**src/cln_pkg.sv**
```systemverilog
// Shared constants and codes for the circular Lagrange neighbour weight block.
// No dependencies.
package cln_pkg;

    localparam int MAX_DIR   = 64;
    localparam int IDX_W     = 6;
    localparam int CNT_W     = 7;
    localparam int ANG_W     = 16;
    localparam int WT_W      = 18;
    localparam int FRAC_BITS = 16;

    // Input word commands
    localparam logic CMD_LOAD  = 1'b0;
    localparam logic CMD_QUERY = 1'b1;

    // Register indexes on the configuration port
    localparam logic REG_NUM_DIR = 1'b0;
    localparam logic REG_ORDER   = 1'b1;

    localparam logic [CNT_W-1:0] NUM_DIR_RESET = 7'd16;
    localparam logic             ORDER_RESET   = 1'b1;

endpackage

```
**src/cln_ram.sv**
```systemverilog
// Generic single-write, single-read RAM with registered read data.
// No dependencies.
module cln_ram #(
    parameter int WIDTH = 16,
    parameter int DEPTH = 64
) (
    input  logic                     clk,
    input  logic                     we,
    input  logic [$clog2(DEPTH)-1:0] waddr,
    input  logic [WIDTH-1:0]         wdata,
    input  logic [$clog2(DEPTH)-1:0] raddr,
    output logic [WIDTH-1:0]         rdata
);

    logic [WIDTH-1:0] mem [DEPTH];

    // Write port and registered read port
    always_ff @(posedge clk)
    begin
        if (we)
        begin
            mem[waddr] <= wdata;
        end
        rdata <= mem[raddr];
    end

endmodule

```
**src/circular_lagrange_neighbour_weights.sv**
```systemverilog
// Top level: direction table, nearest search, neighbour pick and weight unit.
// Depends on cln_pkg and cln_ram.
//
// A load word writes one angle into the table. A query word scans the
// first n table entries, one per cycle through the table RAM read port,
// then reads two or four neighbours and computes each weight with a shared
// 32x16 multiplier and a restoring divider that yields one quotient bit
// per cycle. After a query is accepted the input stays stalled through
// the scan, the neighbour reads, then per weight the partial products of
// each factor plus the division. A weight that saturates early skips its
// division, repeated neighbour angles skip the weights, and a query with
// n zero goes straight to the result with fault set. A stalled result
// register adds its stall time. A finished word waits in the output
// register while the next word is accepted.
module circular_lagrange_neighbour_weights
    import cln_pkg::*;
(
    input  logic                    clk,
    input  logic                    rst_n,
    // configuration port
    input  logic                    psel,
    input  logic                    penable,
    input  logic                    pwrite,
    input  logic [2:0]              paddr,
    input  logic [31:0]             pwdata,
    output logic [31:0]             prdata,
    output logic                    pready,
    // input channel
    input  logic                    in_valid,
    output logic                    in_stall,
    input  logic                    command,
    input  logic [IDX_W-1:0]        dir_index,
    input  logic [ANG_W-1:0]        angle,
    // output channel
    output logic                    out_valid,
    input  logic                    out_stall,
    output logic [IDX_W-1:0]        nbr_a,
    output logic [IDX_W-1:0]        nbr_b,
    output logic [IDX_W-1:0]        nbr_c,
    output logic [IDX_W-1:0]        nbr_d,
    output logic signed [WT_W-1:0]  wt_a,
    output logic signed [WT_W-1:0]  wt_b,
    output logic signed [WT_W-1:0]  wt_c,
    output logic signed [WT_W-1:0]  wt_d,
    output logic                    fault
);

    typedef enum logic [3:0] {
        S_IDLE, S_SCAN, S_PICK, S_RDN, S_FLT, S_MUL, S_DPRE, S_DIV, S_RND, S_OUT
    } state_t;

    localparam logic [ANG_W-1:0] HALF = 16'h8000;
    localparam logic [WT_W-1:0]  WLIM = 18'h20000;

    state_t             state_reg;
    logic [CNT_W-1:0]   num_dir_reg;
    logic               order_reg;
    logic [ANG_W-1:0]   phi_reg;
    logic [CNT_W-1:0]   n_reg;
    logic               cubic_reg;
    logic [CNT_W-1:0]   issue_reg;
    logic               pend_reg;
    logic [IDX_W-1:0]   pend_idx_reg;
    logic [ANG_W:0]     best_dist_reg;
    logic [IDX_W-1:0]   best_idx_reg;
    logic [ANG_W-1:0]   best_ang_reg;
    logic [IDX_W-1:0]   cur_reg;
    logic [IDX_W-1:0]   nb_reg [4];
    logic [ANG_W-1:0]   p_reg [4];
    logic [1:0]         wi_reg;
    logic [2:0]         j_reg;
    logic [1:0]         ph_reg;
    logic [63:0]        num_reg;
    logic [63:0]        den_reg;
    logic [47:0]        lo_reg;
    logic               neg_reg;
    logic [63:0]        rem_reg;
    logic [67:0]        dsh_reg;
    logic [18:0]        q_reg;
    logic [4:0]         step_reg;
    logic               sat_reg;
    logic signed [WT_W-1:0] wt_reg [4];
    logic               fault_reg;

    logic               out_valid_reg;
    logic [IDX_W-1:0]   o_nb_reg [4];
    logic signed [WT_W-1:0] o_wt_reg [4];
    logic               o_fault_reg;

    // table RAM
    logic               ram_we;
    logic [IDX_W-1:0]   ram_raddr;
    logic [ANG_W-1:0]   ram_q;

    cln_ram #(.WIDTH(ANG_W), .DEPTH(MAX_DIR)) u_ram (
        .clk   (clk),
        .we    (ram_we),
        .waddr (dir_index),
        .wdata (angle),
        .raddr (ram_raddr),
        .rdata (ram_q)
    );

    logic in_acc;
    assign in_stall = (state_reg != S_IDLE);
    assign in_acc   = in_valid && !in_stall;
    assign ram_we   = in_acc && (command == CMD_LOAD);
    assign ram_raddr = (state_reg == S_SCAN) ? issue_reg[IDX_W-1:0] : cur_reg;

    // result register takes a new word when it is empty or being drained
    logic out_load;
    assign out_load = (state_reg == S_OUT) && (!out_valid_reg || !out_stall);

    // configuration port
    logic apb_wr;
    assign pready = 1'b1;
    assign apb_wr = psel && penable && pwrite && pready;

    always_comb
    begin
        unique case (paddr[2])
            REG_NUM_DIR: prdata = {25'b0, num_dir_reg};
            REG_ORDER:   prdata = {31'b0, order_reg};
            default:     prdata = 32'b0;
        endcase
    end

    // wrap-around distance of the word just read during the scan
    logic [ANG_W-1:0] delta;
    logic [ANG_W:0]   wrapd;
    logic [ANG_W:0]   near_dist;
    always_comb
    begin
        delta     = (ram_q >= phi_reg) ? ram_q - phi_reg : phi_reg - ram_q;
        wrapd     = 17'h10000 - {1'b0, delta};
        near_dist = ({1'b0, delta} < wrapd) ? {1'b0, delta} : wrapd;
    end

    logic [2:0] cnt;
    assign cnt = cubic_reg ? 3'd4 : 3'd2;

    // start index of the neighbour run
    logic [ANG_W-1:0]  rot;
    logic [1:0]        back;
    logic signed [8:0] st0, st1, st2;
    always_comb
    begin
        rot  = best_ang_reg + HALF - phi_reg;
        if (cubic_reg)
        begin
            back = (rot < HALF) ? 2'd1 : 2'd2;
        end
        else
        begin
            back = (rot < HALF) ? 2'd0 : 2'd1;
        end
        st0 = $signed({3'b0, best_idx_reg}) - $signed({7'b0, back});
        st1 = (st0 < 0) ? st0 + $signed({2'b0, n_reg}) : st0;
        st2 = (st1 < 0) ? st1 + $signed({2'b0, n_reg}) : st1;
    end

    // next index modulo n
    logic [CNT_W-1:0] inc;
    logic [IDX_W-1:0] cur_next;
    always_comb
    begin
        inc      = {1'b0, cur_reg} + 7'd1;
        cur_next = (inc == n_reg) ? '0 : inc[IDX_W-1:0];
    end

    // repeated angles among the chosen neighbours
    logic dup;
    always_comb
    begin
        dup = (p_reg[0] == p_reg[1]);
        if (cubic_reg)
        begin
            dup = dup || (p_reg[0] == p_reg[2]) || (p_reg[0] == p_reg[3])
                || (p_reg[1] == p_reg[2]) || (p_reg[1] == p_reg[3])
                || (p_reg[2] == p_reg[3]);
        end
    end

    // factor magnitudes and shared multiplier
    logic signed [17:0] a_val, b_val;
    logic [15:0]        amag, bmag;
    logic [31:0]        mul_a;
    logic [15:0]        mul_b;
    logic [47:0]        prod;
    always_comb
    begin
        a_val = $signed({2'b0, HALF}) - $signed({2'b0, p_reg[j_reg[1:0]]});
        b_val = $signed({2'b0, p_reg[wi_reg]}) - $signed({2'b0, p_reg[j_reg[1:0]]});
        amag  = a_val[17] ? 16'(-a_val) : a_val[15:0];
        bmag  = b_val[17] ? 16'(-b_val) : b_val[15:0];
        case (ph_reg)
            2'd0:    mul_a = num_reg[31:0];
            2'd1:    mul_a = num_reg[63:32];
            2'd2:    mul_a = den_reg[31:0];
            default: mul_a = den_reg[63:32];
        endcase
        mul_b = ph_reg[1] ? bmag : amag;
        prod  = 48'(mul_a * mul_b);
    end

    logic [63:0] acc_next;
    assign acc_next = {prod[31:0], 32'b0} + {16'b0, lo_reg};

    // divider compares and rounding
    logic        ovf, ge, rnd_up;
    logic [19:0] qr;
    logic [WT_W-1:0] mag;
    logic signed [WT_W-1:0] wt_val;
    always_comb
    begin
        ovf    = {4'b0, num_reg} >= ({4'b0, den_reg} << 19);
        ge     = {4'b0, rem_reg} >= dsh_reg;
        rnd_up = {rem_reg[62:0], 1'b0} >= den_reg;
        qr     = {1'b0, q_reg} + {19'b0, rnd_up};
        mag    = (sat_reg || qr > {2'b0, WLIM}) ? WLIM : qr[WT_W-1:0];
        if (neg_reg)
        begin
            wt_val = $signed(18'(18'd0 - mag));
        end
        else
        begin
            wt_val = $signed((mag == WLIM) ? WLIM - 18'd1 : mag);
        end
    end

    // control and datapath registers
    always_ff @(posedge clk or negedge rst_n)
    begin
        if (!rst_n)
        begin
            state_reg     <= S_IDLE;
            num_dir_reg   <= NUM_DIR_RESET;
            order_reg     <= ORDER_RESET;
            phi_reg       <= '0;
            n_reg         <= '0;
            cubic_reg     <= 1'b0;
            issue_reg     <= '0;
            pend_reg      <= 1'b0;
            pend_idx_reg  <= '0;
            best_dist_reg <= '0;
            best_idx_reg  <= '0;
            best_ang_reg  <= '0;
            cur_reg       <= '0;
            wi_reg        <= '0;
            j_reg         <= '0;
            ph_reg        <= '0;
            num_reg       <= '0;
            den_reg       <= '0;
            lo_reg        <= '0;
            neg_reg       <= 1'b0;
            rem_reg       <= '0;
            dsh_reg       <= '0;
            q_reg         <= '0;
            step_reg      <= '0;
            sat_reg       <= 1'b0;
            fault_reg     <= 1'b0;
            out_valid_reg <= 1'b0;
            o_fault_reg   <= 1'b0;
            for (int k = 0; k < 4; k++)
            begin
                nb_reg[k]   <= '0;
                p_reg[k]    <= '0;
                wt_reg[k]   <= '0;
                o_nb_reg[k] <= '0;
                o_wt_reg[k] <= '0;
            end
        end
        else
        begin
            // register writes
            if (apb_wr)
            begin
                unique case (paddr[2])
                    REG_NUM_DIR: num_dir_reg <= pwdata[CNT_W-1:0];
                    REG_ORDER:   order_reg   <= pwdata[0];
                    default:     ;
                endcase
            end

            // result register valid
            if (out_load)
            begin
                out_valid_reg <= 1'b1;
            end
            else if (out_valid_reg && !out_stall)
            begin
                out_valid_reg <= 1'b0;
            end

            unique case (state_reg)
                S_IDLE:
                begin
                    if (in_acc && command == CMD_QUERY)
                    begin
                        phi_reg       <= angle;
                        n_reg         <= (num_dir_reg > 7'(MAX_DIR)) ? 7'(MAX_DIR)
                                                                     : num_dir_reg;
                        cubic_reg     <= order_reg;
                        best_dist_reg <= 17'h10000;
                        best_idx_reg  <= '0;
                        issue_reg     <= '0;
                        pend_reg      <= 1'b0;
                        fault_reg     <= (num_dir_reg == 7'd0);
                        for (int k = 0; k < 4; k++)
                        begin
                            nb_reg[k] <= '0;
                            wt_reg[k] <= '0;
                        end
                        state_reg <= (num_dir_reg == 7'd0) ? S_OUT : S_SCAN;
                    end
                end

                // one table read per cycle, compared in the cycle after its read
                S_SCAN:
                begin
                    if (pend_reg && near_dist < best_dist_reg)
                    begin
                        best_dist_reg <= near_dist;
                        best_idx_reg  <= pend_idx_reg;
                        best_ang_reg  <= ram_q;
                    end
                    if (issue_reg < n_reg)
                    begin
                        pend_reg     <= 1'b1;
                        pend_idx_reg <= issue_reg[IDX_W-1:0];
                        issue_reg    <= issue_reg + 7'd1;
                    end
                    else
                    begin
                        pend_reg <= 1'b0;
                    end
                    if (pend_reg && issue_reg == n_reg)
                    begin
                        state_reg <= S_PICK;
                    end
                end

                S_PICK:
                begin
                    cur_reg   <= st2[IDX_W-1:0];
                    issue_reg <= '0;
                    pend_reg  <= 1'b0;
                    state_reg <= S_RDN;
                end

                // read the neighbours and rotate them about the query
                S_RDN:
                begin
                    if (issue_reg < {4'b0, cnt})
                    begin
                        nb_reg[issue_reg[1:0]] <= cur_reg;
                        cur_reg      <= cur_next;
                        pend_reg     <= 1'b1;
                        pend_idx_reg <= issue_reg[IDX_W-1:0];
                        issue_reg    <= issue_reg + 7'd1;
                    end
                    else
                    begin
                        pend_reg <= 1'b0;
                    end
                    if (pend_reg)
                    begin
                        p_reg[pend_idx_reg[1:0]] <= ram_q + HALF - phi_reg;
                        if (issue_reg == {4'b0, cnt})
                        begin
                            state_reg <= S_FLT;
                        end
                    end
                end

                S_FLT:
                begin
                    fault_reg <= dup;
                    wi_reg    <= '0;
                    j_reg     <= '0;
                    ph_reg    <= '0;
                    num_reg   <= 64'd1 << FRAC_BITS;
                    den_reg   <= 64'd1;
                    neg_reg   <= 1'b0;
                    state_reg <= dup ? S_OUT : S_MUL;
                end

                // build numerator and denominator one factor at a time
                S_MUL:
                begin
                    if (j_reg == cnt)
                    begin
                        state_reg <= S_DPRE;
                    end
                    else if (j_reg[1:0] == wi_reg)
                    begin
                        j_reg <= j_reg + 3'd1;
                    end
                    else
                    begin
                        ph_reg <= ph_reg + 2'd1;
                        case (ph_reg)
                            2'd0, 2'd2: lo_reg <= prod;
                            2'd1:       num_reg <= acc_next;
                            default:
                            begin
                                den_reg <= acc_next;
                                neg_reg <= neg_reg ^ a_val[17] ^ b_val[17];
                                j_reg   <= j_reg + 3'd1;
                            end
                        endcase
                    end
                end

                S_DPRE:
                begin
                    sat_reg   <= ovf;
                    rem_reg   <= num_reg;
                    dsh_reg   <= {4'b0, den_reg} << 18;
                    q_reg     <= '0;
                    step_reg  <= 5'd18;
                    state_reg <= ovf ? S_RND : S_DIV;
                end

                // restoring division, one quotient bit per cycle
                S_DIV:
                begin
                    if (ge)
                    begin
                        rem_reg          <= rem_reg - dsh_reg[63:0];
                        q_reg[step_reg]  <= 1'b1;
                    end
                    dsh_reg <= dsh_reg >> 1;
                    if (step_reg == 5'd0)
                    begin
                        state_reg <= S_RND;
                    end
                    else
                    begin
                        step_reg <= step_reg - 5'd1;
                    end
                end

                S_RND:
                begin
                    wt_reg[wi_reg] <= wt_val;
                    wi_reg  <= wi_reg + 2'd1;
                    j_reg   <= '0;
                    ph_reg  <= '0;
                    num_reg <= 64'd1 << FRAC_BITS;
                    den_reg <= 64'd1;
                    neg_reg <= 1'b0;
                    state_reg <= ({1'b0, wi_reg} + 3'd1 == cnt) ? S_OUT : S_MUL;
                end

                // hand the word to the output register
                S_OUT:
                begin
                    if (out_load)
                    begin
                        o_fault_reg   <= fault_reg;
                        for (int k = 0; k < 4; k++)
                        begin
                            o_nb_reg[k] <= nb_reg[k];
                            o_wt_reg[k] <= fault_reg ? '0 : wt_reg[k];
                        end
                        state_reg <= S_IDLE;
                    end
                end

                default: state_reg <= S_IDLE;
            endcase
        end
    end

    assign out_valid = out_valid_reg;
    assign nbr_a     = o_nb_reg[0];
    assign nbr_b     = o_nb_reg[1];
    assign nbr_c     = o_nb_reg[2];
    assign nbr_d     = o_nb_reg[3];
    assign wt_a      = o_wt_reg[0];
    assign wt_b      = o_wt_reg[1];
    assign wt_c      = o_wt_reg[2];
    assign wt_d      = o_wt_reg[3];
    assign fault     = o_fault_reg;

endmodule

```
**config.mk**
```make
export PLATFORM = sky130hd
export DESIGN_NAME = circular_lagrange_neighbour_weights
export DESIGN_NICKNAME = d
export VERILOG_FILES = /design/src/cln_pkg.sv /design/src/cln_ram.sv /design/src/circular_lagrange_neighbour_weights.sv
export SDC_FILE = /design/constraint.sdc
export NUM_CORES = 2
export LEC_CHECK = 0
export BUFFER_PORTS_ARGS = -buffer_cell sky130_fd_sc_hd__buf_4
export CORE_MARGIN = 10
export CORE_UTILIZATION = 35
export CTS_BUF_LIST = sky130_fd_sc_hd__clkbuf_8 sky130_fd_sc_hd__clkbuf_16
export CTS_CLUSTER_SIZE = 40
export DETAILED_ROUTE_END_ITERATION = 6
export PLACE_DENSITY = 0.55
export SYNTH_ARGS = -nofsm -noshare
export SYNTH_HDL_FRONTEND = slang
export SYNTH_SLANG_ARGS = --single-unit
```
**constraint.sdc**
```tcl
create_clock -name clk -period 15.3 [get_ports clk]
set_input_delay 2.295 -clock clk [delete_from_list [all_inputs] [get_ports clk]]
set_output_delay 2.295 -clock clk [all_outputs]
set_load 0.01 [all_outputs]
```
==> summary.md <==
| Metric | Value |
|---|---|
| Critical R2R Launch | j_reg[0]$_DFFE_PN0P_ |
| Syn. warnings | 0 |
| Slew headroom | 5.61% |
| Gpl congestion | 0.886 |
| Core footprint | 288000 sq um |
| Sequential power share | 49.7% |
| Worst min path class | flip-flop to flip-flop |
| Top-count cell post-synth | nand2_1 |
| FF+latch count, synth | 1735 |
| Initial DRC Count | 5352 |
| Hold_ws | 0.475 ns |
| Final Hold Vio Count | 0 |
| FF-to-FF setup slack | 2.19 ns |
| Fin worst setup slack | 2.19 ns |
| Drt pass-1 iters | 7 |
| Leak | 47.0 nW |
| Critical path type | flip-flop to flip-flop |
| PortBufs | 143 |
| Rows | 197 |
| Root Driver | clkbuf_16 |
| Ys async rst share | 40.1% |
| Sw frac | 21.0% |
| Clk buf depth | 4 |
| Die H | 559 um |
| Min Tclk post-route | 13.11 ns |
| Critical R2R Capture | den_reg[63]$_DFFE_PN0P_ |
| Clock power share | 49.1% |
| Design area | 114000 sq um |
| Area Overhead vs Synth | 12.0% |
| Hold_sp | dsh_reg[17]$_DFFE_PN0P_ |
| Num CTS Buffers | 195 |
| Vias | 68700 |
| Clock Sinks | 1735 |
| Top cells by area, synth | edfxtp_1 30%, dfrtp_1 17%, fa_1 8.7% |
| WL per Instance | 22.7 um |
| Post-CTS sizing | 0 |
| Non-Filler Instances | 12900 |
| Postcts setup bufs | 0 |
| Total GRT Usage | 18.2% |
| Critical Path AT | 13.83 ns |
| Final net count | 9889 |
| Peak supply drop | 0.000132 V |
| Worst setup SP type | flip-flop |
| Die area | 312000 sq um |
| Psw | 0.00210 W |
| Slowest cell on crit path | a21oi_2 |
| Synthesized area | 102000 sq um |
| Status | finished, final reports clean |
| # placed instances | 12500 |
| Clk_skew | 0.0883 ns |
| Cell taking the most area after synthesis | edfxtp_1 |
| Cell family with most CP delay | compound AO/OA/AOI/OAI gates |
| Cell Int Power | 0.00792 W |
| WP buf/inv | 8 |
| EDFF count, synth | 1024 |
| Setup violators final | 0 |
| Largest net degree at the start of global routing | 128 |
| Final TNS setup | 0 ns |
| Post-route ant nets | 0 |
| Reg2Reg Depth | 39 |
| Register area share after synthesis | 47.7% |
| TritonCTS clock tree | yes |
| Worst-margin pin slew | 1.42 ns |
| Crit-path most repeated cell | fa_1 |
| Most used DFF post-synth | edfxtp_1 |
| Cell Area, Placed | 107000 sq um |
| Fin. max-slew vios | 0 |
| WHS Path Cells | 2 |
| Worst path max stage delay | 0.90 ns |
| Total grt overflow | 0 |
| Initial Util | 35.2% |
| Cell variety after synth | 98 |
| Pre-CTS setup slack | 2.22 ns |
| Initial antenna violation count | 11 |
| Htree depth | 4 |
| Remaining DRCs | 0 |
| Final WL | 291 mm |
| Worst-path clk slew | 0.06 ns |
| Io pins | 197 |
| Max FO, Critical Path | 13 |
| Top post-synthesis cells by count | 1208 x nand2_1, 1024 x edfxtp_1, 789 x inv_1 |
| DP HPWL | 202 mm |
| Maximum clock frequency | 76.3 MHz |
| Syn_area_per_cell | 11.4 sq um |
| First-pass GRT wire length | 443 mm |
| Setup repair after global routing missed its margin | no |
| Logic pwr share | 1.2% |
| Final Cycle Share | 85.7% |
| Number of flip-flops in the largest register | 1024 |
| Vias in the first global route | 70500 |
| Vias per inst | 5.34 |
| Clock Latency Late Sink | 0.90 ns |
| Critical Path End Type | flip-flop |
| Pwr dens | 88.1 nW/um^2 |
| Die Wd | 559 um |
| Cts hold-fix bufs | 0 |
| Syn Inst Count | 8913 |
| WHS Endpoint | dsh_reg[17]$_DFFE_PN0P_ |
| Share of cells above drive strength 1 | 12.1% |
| Top-area cell type share of the netlist area | 30.3% |
| Required time of the critical path | 16.02 ns |
| Max-Cap Viols | 0 |
[metrics by stage]
stage	power, W	utilization (%)
2_1_floorplan	0.00509	-
3_3_place_gp	0.00520	37.1
3_5_place_dp	0.00520	37.1
4_1_cts	0.0101	39.5
5_1_grt	0.0103	39.5
6_report	0.0100	39.5
[power groups by stage]
stage | clock [W] | sequential, W | combinational [W]
5_1_grt | 0.00521 | 0.00498 | 0.000136
3_5_place_dp | 0 | 0.00508 | 0.000125
3_3_place_gp | 0 | 0.00508 | 0.000120
6_report | 0.00491 | 0.00498 | 0.000121
4_1_cts | 0.00503 | 0.00498 | 0.000125
2_1_floorplan | 0 | 0.00507 | 0.0000212
[layout make-up]
| type | instances | area, sq um |
|---|---|---|
| fillers | 27500 | 175000 |
| flip-flops and latches | 1735 | 48500 |
| multi-input cells | 5869 | 48400 |
| clock buffers | 216 | 5190 |
| well taps | 3781 | 4730 |
| inverters | 791 | 2970 |
| repair buffers | 324 | 2530 |
| clock inverters | 141 | 1530 |
| diodes | 3 | 7.51 |
[cell usage in the layout, fill, tap and decap left out, types with 156 or more instances in the layout]
cell / n
a21o_1: 157
a21oi_1: 347
and2_1: 197
buf_4: 316
clkbuf_16: 197
dfrtp_1: 692
edfxtp_1: 1024
fa_1: 441
ha_1: 466
inv_1: 817
mux4_2: 288
nand2_1: 1206
nor2_1: 385
o21ai_0: 581
xnor2_1: 189
xor2_1: 156
[how the worst max path moves through the flow]
| stage | cells after the start | to | startpoint | slack [ns] |
|---|---|---|---|---|
| final | 39 | den_reg[63]$_DFFE_PN0P_ | j_reg[0]$_DFFE_PN0P_ | 2.19 |
| after floorplan | 41 | den_reg[63]$_DFFE_PN0P_ | wi_reg[0]$_DFFE_PN0N_ | 4.21 |
| after CTS | 38 | lo_reg[47]$_DFFE_PN0P_ | j_reg[0]$_DFFE_PN0P_ | 2.14 |
| after global placement | 38 | den_reg[63]$_DFFE_PN0P_ | j_reg[0]$_DFFE_PN0P_ | 2.29 |
| after detailed placement | 38 | lo_reg[47]$_DFFE_PN0P_ | j_reg[0]$_DFFE_PN0P_ | 2.22 |
| after global routing | 37 | den_reg[63]$_DFFE_PN0P_ | j_reg[0]$_DFFE_PN0P_ | 1.02 |
[kinds of logic after synthesis]
family          synth area share, %
mux                            8.38
buf+inv                        5.06
flops                          47.7
compound gates                 10.6
xor+xnor                       2.97
fa+ha+maj                      14.4
other cells                 0.00739
simple gates                   10.8
[metal layers]
| layer | up-vias | part of all wire [%] | global-route usage, % |
|---|---|---|---|
| met5 | - | 0.019 | 0 |
| met4 | 8 | 2.7 | 4.84 |
| met3 | 425 | 5.6 | 2.73 |
| met2 | 1847 | 47 | 29.9 |
| met1 | 35100 | 45 | 25.3 |
| li1 | 31300 | - | - |
[worst reg2reg max path: cells and delay by family (launching register included)]
family | cells | cell delay, ns
AO/OA/AOI/OAI | 13 | 4.30
flip-flops | 1 | 0.65
buffers and inverters | 8 | 1.15
multiplexers | 1 | 0.60
adder cells (fa/ha/maj) | 8 | 3.64
AND/OR/NAND/NOR | 6 | 1.92
XOR/XNOR | 3 | 0.68
Power figures use the tool's default switching activity.
